--- src/rtl/core/dhsr_pkg.sv ---
`timescale 1ns / 1ps

// Shared widths, codes and types for the double hashing slot reserver.
package dhsr_pkg;

	// Fixed field widths of the command and result items.
	localparam int FIELD_W   = 12;
	localparam int OP_W      = 2;
	localparam int STATUS_W  = 2;
	localparam int CNT_W     = 13;
	localparam int CFG_W     = 13;
	localparam int LIMIT_W   = 12;
	localparam int CFG_IDX_W = 1;

	// Width of the clear epoch kept per slot, and of the reduction step counter.
	localparam int EPOCH_W   = 4;
	localparam int RED_CNT_W = $clog2(FIELD_W);

	typedef logic [OP_W-1:0]      op_t;
	typedef logic [STATUS_W-1:0]  status_t;
	typedef logic [CFG_IDX_W-1:0] cfg_idx_t;

	// Operation codes.
	localparam op_t OP_CLEAR   = 2'd0;
	localparam op_t OP_MARK    = 2'd1;
	localparam op_t OP_RESERVE = 2'd2;

	// Result status codes.
	localparam status_t STATUS_OK        = 2'd0;
	localparam status_t STATUS_ABANDONED = 2'd1;
	localparam status_t STATUS_FULL      = 2'd2;

	// Configuration register indexes.
	localparam cfg_idx_t REG_TABLE_SIZE  = 1'd0;
	localparam cfg_idx_t REG_PROBE_LIMIT = 1'd1;

	// Reset value of the table size register.
	localparam logic [CFG_W-1:0] TABLE_SIZE_RST = 13'd4096;

endpackage

--- src/rtl/core/dhsr_reduce.sv ---
`timescale 1ns / 1ps

// Reduces two field values modulo the table size, one quotient bit per cycle.
module dhsr_reduce import dhsr_pkg::*; #(
	parameter int SZ_W = 13
) (
	input  logic               clk,
	input  logic               arst_n,
	input  logic               go,
	input  logic [FIELD_W-1:0] a_in,
	input  logic [FIELD_W-1:0] b_in,
	input  logic [SZ_W-1:0]    divisor,
	output logic               done,
	output logic [SZ_W-1:0]    rem_a,
	output logic [SZ_W-1:0]    rem_b
);

	logic                 run_q;
	logic                 done_q;
	logic [RED_CNT_W-1:0] cnt_q;
	logic [FIELD_W-1:0]   a_q;
	logic [FIELD_W-1:0]   b_q;
	logic [SZ_W-1:0]      ra_q;
	logic [SZ_W-1:0]      rb_q;

	// One restoring step: bring in the next dividend bit and subtract if it fits.
	function automatic logic [SZ_W-1:0] rem_step(input logic [SZ_W-1:0] rem,
			input logic nbit, input logic [SZ_W-1:0] d);
		logic [SZ_W:0] t;
		t = {rem, nbit};
		if (t >= {1'b0, d}) begin
			t = t - {1'b0, d};
		end
		return t[SZ_W-1:0];
	endfunction

	// Step counter and completion pulse.
	always_ff @(posedge clk or negedge arst_n) begin
		if (!arst_n) begin
			run_q  <= 1'b0;
			done_q <= 1'b0;
			cnt_q  <= '0;
		end else begin
			done_q <= 1'b0;
			if (go) begin
				run_q <= 1'b1;
				cnt_q <= RED_CNT_W'(FIELD_W - 1);
			end else if (run_q) begin
				if (cnt_q == '0) begin
					run_q  <= 1'b0;
					done_q <= 1'b1;
				end else begin
					cnt_q <= cnt_q - 1'b1;
				end
			end
		end
	end

	// Dividend shifters and partial remainders.
	always_ff @(posedge clk) begin
		if (go) begin
			a_q  <= a_in;
			b_q  <= b_in;
			ra_q <= '0;
			rb_q <= '0;
		end else if (run_q) begin
			ra_q <= rem_step(ra_q, a_q[FIELD_W-1], divisor);
			rb_q <= rem_step(rb_q, b_q[FIELD_W-1], divisor);
			a_q  <= {a_q[FIELD_W-2:0], 1'b0};
			b_q  <= {b_q[FIELD_W-2:0], 1'b0};
		end
	end

	assign done  = done_q;
	assign rem_a = ra_q;
	assign rem_b = rb_q;

endmodule
--- config.mk ---
export PLATFORM = sky130hd
export DESIGN_NAME = dhsr_reduce
export DESIGN_NICKNAME = d
export VERILOG_FILES = /design/src/rtl/core/dhsr_pkg.sv /design/src/rtl/core/dhsr_reduce.sv
export SDC_FILE = /design/constraint.sdc
export NUM_CORES = 1
export LEC_CHECK = 0
export ABC_AREA = 1
export BUFFER_PORTS_ARGS = -buffer_cell sky130_fd_sc_hd__buf_2
export CORE_UTILIZATION = 55
export DETAILED_ROUTE_END_ITERATION = 8
export PLACE_DENSITY = 0.86
export REMOVE_ABC_BUFFERS = 1
export SLEW_MARGIN = 20
export SYNTH_ARGS = -nofsm -noshare
export SYNTH_HDL_FRONTEND = slang
export SYNTH_SLANG_ARGS = --single-unit
--- constraint.sdc ---
create_clock -name clk -period 2.1 [get_ports clk]
set_clock_uncertainty 0.1 [all_clocks]
set_input_delay 0.315 -clock clk [delete_from_list [all_inputs] [get_ports clk]]
set_output_delay 0.315 -clock clk [all_outputs]
set_load 0.02 [all_outputs]
==> impl_metrics.toml, run 1 <==
[outcome]
outcome = "finished, final reports clean"

[floorplanning]
coreArea_um2 = 7690
initial_core_util_pct = 56.8
die_area_um2 = 8290
num_rows = 32
die_w_um = 91.1
die_y_um = 91.1
pin_count = 67

[timing]
setup_viol = 0
worst_slack_ns = 0.113
holdWs_ns = 0.147
grt_setup_unrepaired = "false"
fin_setup_tns_ns = 0
min_period_ns = 1.99
clock.fmax_mhz = 503
relSlewSlack_pct = 79.0
worst_pin_slew_ns = 0.315
hold_viol_final = 0
fin_crit_sh_pct = 94.6
final_max_slew_viol_count = 0

[worst_setup_path]
cp.arrival_ns = 2.10
path_depth = 10
r2r_start = "rem_b[6]"
endpoint_kind = "flip-flop"
startpoint = "rem_b[6]"
crit_required_ns = 2.21
critPathSlowestCell = "dfxtp_2"
crit_path_end = "rem_b[2]"
crit_path_start_kind = "flip-flop"
crit_fanout = 7
cp_top_family = "simple AND/OR/NAND/NOR gates"
r2r-end = "rem_b[2]"
crit_path_frequent_cell = "nand2_1"
crit_type = "reg -> reg"
path_buf_inv = 1
path_cells = "ha_1 > nand2_1 > nand2_1 > nand2_1 > nand2_1 > a21oi_4 > buf_4 > nand3_4 > nor2_1 > o21ai_0"
cp_slowest_stage_delay_ns = 0.35
reg2reg_setup_slack_ns = 0.11
reg2regPathDepth = 10

[clock_network]
cts.sinks = 56
clk_pin_slew_worst_paths_ns = 0.11
h-tree-depth = 2
cts_tree = "yes"
numCtsBuffers = 5
clk_path_buf_depth = 2
cts-root-buf = "clkbuf_8"
clk_latency_ns = 0.33

[global_routing]
grt_max_degree = 28
gr-total-overflow = 0
grt_pass1_wl_um = 18300
antenna_found_initial = 0
grt_use_total_pct = 27.2
first_global_vias = 4144

[route]
viasPerCell = 5.15
vias = 4330
drtIter0Drc = 321
drt_first_pass_iters = 5
routedWlPerCell_um = 13.0
ant_nets = 0
routed_wl_um = 10900
route.detailed.drc = 0

[finish]
areaGrowthSynthToFinish_pct = 16.2
nets = 807
layout-drive-gt1-share_pct = 20.3
mostFrequentLayoutCell = "nand2_1"
final_cell_mix = "258 x nand2_1, 114 x inv_1, 66 x buf_2"
n_antenna_cell = 0
stdcell_count = 840

[yosys]
synth_xor_area_share_pct = 2.01
yosysUniqueCellTypes = 32
synthAdderAreaFrac_pct = 8.95
synth_top_family_by_area = "simple AND/OR/NAND/NOR gates"
syn-cell-area_um2 = 4360
synthSimpleGateAreaFrac_pct = 41.7
yosys_warnings = 0
ys_seq_area_share_pct = 31.9
synth_seq_cells = 56
synthMuxAreaShare_pct = 0
postSynthCellCount = 654
synth_area_per_cell_um2 = 6.67
synth_compound_area_share_pct = 2.58

[placement]
post-place-ws_ns = -0.0190
place_inst = 829
gp_congestion = 0.914
dp_hpwl_um = 8050
io_buffers = 66

[min_path]
hp-class = "in -> reg"

[pwr]
vdd_drop_max_uv = 406
powerDensity_nw_per_um2 = 1110
leakage_nw = 2.95

[flow_run]
maxCapViolCount = 0
cell type report:
cell class / count / area, µm²
fillers: 715 / 2620
multi-input cells: 457 / 2450
clock inverters: 2 / 17.5
repair buffers: 92 / 544
inverters: 125 / 469
well taps: 102 / 128
flip-flops and latches: 56 / 1390
clock buffers: 6 / 72.6
worst register-to-register path, delay by kind of cell (launching register included):
| kind | cells | cell delay (ns) |
|---|---|---|
| flip-flops | 1 | 0.35 |
| AO/OA/AOI/OAI | 2 | 0.34 |
| adder cells (fa/ha/maj) | 1 | 0.35 |
| buffers and inverters | 1 | 0.17 |
| AND/OR/NAND/NOR | 6 | 0.58 |
cells in the mapped netlist:
master      n  area [µm²]
nor2_1     19        71.3
dfxtp_1    26         521
nand2_1   258         968
nor2_2      4        25.0
o21ai_0     4        20.0
nand2_2     9        56.3
nor2_4      3        33.8
a21oi_4     2        32.5
inv_2      10        37.5
nand3_4     1        17.5
buf_2       9        45.0
edfxtp_1   24         721
xnor2_1     3        26.3
dfrtp_1     6         150
and2_1      1        6.26
fa_1        2        40.0
ha_1       28         350
a22oi_1     1        7.51
a21o_1      1        7.51
o21ai_1     1        5.00
inv_1     115         432
nand3_2    13         130
buf_8       1        15.0
buf_6       1        11.3
nand2_4     1        11.3
and2_4      1        8.76
nand3_1    54         270
xor2_1      7        61.3
a21oi_1     8        40.0
buf_1       1        3.75
clkbuf_1    5        18.8
nand4_1    35         219
kinds of logic (layout without fill, tap and decap cells):
logic type               count (synthesis)  after routing
AO/OA/AOI/OAI                           17             17
flip-flops                              56             56
AND/OR/NAND/NOR                        399            400
buffers and inverters                  142            225
XOR/XNOR                                10             10
adder cells (fa/ha/maj)                 30             30
through the flow:
step	total power [mW]	utilization [%]	instance area (µm²)
finish	5.61	66.0	5070
detailed placement	4.85	64.0	4920
global route	6.09	66.0	5070
floorplan	3.91	-	4270
CTS	5.52	65.3	5020
global placement	4.74	64.0	4920
metal layers:
metal  track usage [%]  wire (µm)  vias up
met5                 0          0        -
met4              11.0        328        0
met3              4.61        716       28
met2              46.0       4990      154
met1              34.3       4840     1933
li1                  -          -     2215
registers in the layout, summed over array words and instances, names as in the netlist:
name   cells
rem_a     13
a_q       12
b_q       12
cnt_q      4
rem_b     13
run_q      1
done       1
worst min path at each step:
stage                 start  endpoint  slack (ns)  cells past startpoint
floorplan            arst_n  cnt_q[0]       -0.08                      0
global placement     arst_n      done        0.05                      1
detailed placement   arst_n  cnt_q[3]        0.05                      1
CTS                 b_in[0]    b_q[0]        0.14                      3
global route        b_in[0]    b_q[0]        0.14                      3
finish              a_in[0]    a_q[0]        0.15                      3
where the power goes:
| part | internal, mW | switching, mW |
|---|---|---|
| sequential | 1.41 | 0.207 |
| clock | 0.246 | 0.403 |
| combinational | 1.26 | 2.09 |
repair_timing:
item                                   in CTS  in global routing
setup endpoints to repair                   0                 24
endpoints found under the hold margin       6                  0
setup buffers                               0                  1
hold buffers                                1                  0
resized for setup                           0                 11
Power figures use the tool's default switching activity.
==> run 2: changes to the inputs <==
--- a/config.mk
+++ b/config.mk
@@ -7,6 +7,7 @@
 export LEC_CHECK = 0
 export ABC_AREA = 1
 export BUFFER_PORTS_ARGS = -buffer_cell sky130_fd_sc_hd__buf_2
+export CORE_ASPECT_RATIO = 0.9
 export CORE_UTILIZATION = 55
 export DETAILED_ROUTE_END_ITERATION = 8
 export PLACE_DENSITY = 0.86
==> impl_metrics.toml, run 2 (synthesis gave the netlist of run 1 again) <==
[worst_setup_path]
crit_path_start_kind = "flip-flop"
cp.arrival_ns = 2.13
r2r_start = "rem_b[2]"
crit_type = "reg -> reg"
reg2reg_setup_slack_ns = 0.09
crit_fanout = 12
crit_required_ns = 2.22
endpoint_kind = "flip-flop"
r2r-end = "rem_b[1]"
reg2regPathDepth = 10

[clock_network]
clk_path_buf_depth = 2
postCtsSetupRepairBufs = 0
cts.sinks = 56
cts_tree = "yes"
numCtsBuffers = 5
h-tree-depth = 2
clk_pin_slew_worst_paths_ns = 0.12
clk_latency_ns = 0.31
cts-root-buf = "clkbuf_8"

[placement]
gp_congestion = 0.917
placed_cell_area_um2 = 4910
dp_hpwl_um = 8240
io_buffers = 66
post-place-ws_ns = -0.0188

[route]
vias = 4419
route.detailed.drc = 0
drtIter0Drc = 345
ant_nets = 0
drt_first_pass_iters = 6
routedWlPerCell_um = 13.4
viasPerCell = 5.30
top_layer_used = "met4"
routed_wl_um = 11200
dr_wl_met2_um = 5150
wirelength_met1_um = 4820
met3WireLength_um = 917

[timing]
min_period_ns = 2.01
clock.fmax_mhz = 497
grt_setup_unrepaired = "false"
fin_crit_sh_pct = 95.7
final_max_slew_viol_count = 0
hold_viol_final = 0
worst_pin_slew_ns = 0.321
setup_viol = 0
relSlewSlack_pct = 78.6
worst_slack_ns = 0.0897

[floorplanning]
die_w_um = 95.9
die_y_um = 86.5
die_area_um2 = 8290
initial_core_util_pct = 57.3
coreArea_um2 = 7620
pin_count = 67
num_rows = 30

[finish]
final_cell_area_um2 = 5060
n_antenna_cell = 0
areaGrowthSynthToFinish_pct = 15.9
nets = 807
mostFrequentLayoutCell = "nand2_1"
layout-drive-gt1-share_pct = 20.7
fillers = 682
final_cell_mix = "258 x nand2_1, 113 x inv_1, 66 x buf_2"

[pwr]
leakage_nw = 2.95
vdd_drop_max_uv = 517
powerDensity_nw_per_um2 = 1110

[min_path]
min-delay-start = "b_in[0]"
hold-path-cell-count = 3
whs_endpoint = "b_q[0]"
hp-class = "in -> reg"

[flow_run]
maxCapViolCount = 0

[global_routing]
antenna_found_initial = 0
grt_use_total_pct = 28.3
grt_max_degree = 27
grt_pass1_wl_um = 18500
first_global_vias = 4251
gr-total-overflow = 0

[outcome]
outcome = "finished, final reports clean"
## run 2: what timing repair did
action,CTS,global route
gates resized for setup,0,12
endpoints found under the hold margin,6,0
setup endpoints to repair,0,22
hold buffers,1,0
## run 2: area by class of cell
type,count,area [µm²],area share [%]
Clock buffer,5,68.8,1.36
Clock inverter,3,22.5,0.445
Inverter,125,469,9.28
Multi-Input combinational cell,457,2450,48.5
Sequential cell,56,1390,27.6
Tap cell,96,120,2.38
Timing Repair Buffer,92,532,10.5
## run 2: where the power goes
| group | internal, mW | switching [mW] |
|---|---|---|
| registers | 1.41 | 0.206 |
| clock network | 0.241 | 0.403 |
| logic | 1.25 | 2.12 |
| total | 2.90 | 2.73 |
## run 2: per-stage QoR
step,power (mW),setup TNS (ns),hold WS (ns),instances,utilization (%)
floorplan,3.91,-0.165,-0.0806,637,-
global placement,4.72,0,0.0509,824,64.4
detailed placement,4.85,-0.0375,0.0512,824,64.4
CTS,5.50,0,0.157,833,65.7
global route,6.12,0,0.147,834,66.4
finish,5.62,0,0.158,834,66.4
## run 2: worst max-delay path, cell delays in order, from the launching register on
cell and delay, ns:
dfxtp_1 0.41, ha_1 0.32, nand2_1 0.15, nand2_1 0.06
nand2_1 0.09, nand3_2 0.13, nand2_4 0.12, buf_4 0.22
nand4_1 0.13, nand3_1 0.14, nand2_1 0.06
## run 2: how the worst max path moves through the flow
stage | start | cells after the start | slack [ns] | to
after CTS | a_q[11] | 11 | 0.05 | rem_a[10]
after floorplan | run_q | 8 | -0.12 | cnt_q[3]
after detailed placement | divisor[0] | 11 | -0.02 | rem_a[10]
final | rem_b[2] | 10 | 0.09 | rem_b[1]
after global routing | a_q[11] | 11 | 0.001 | rem_a[10]
after global placement | divisor[0] | 11 | 0.03 | rem_a[10]
## run 2: routing by layer
metal	up-vias	track usage, %
li1	2214	-
met1	1968	36.2
met2	205	47.5
met3	32	5.18
met4	0	10.3
met5	-	0
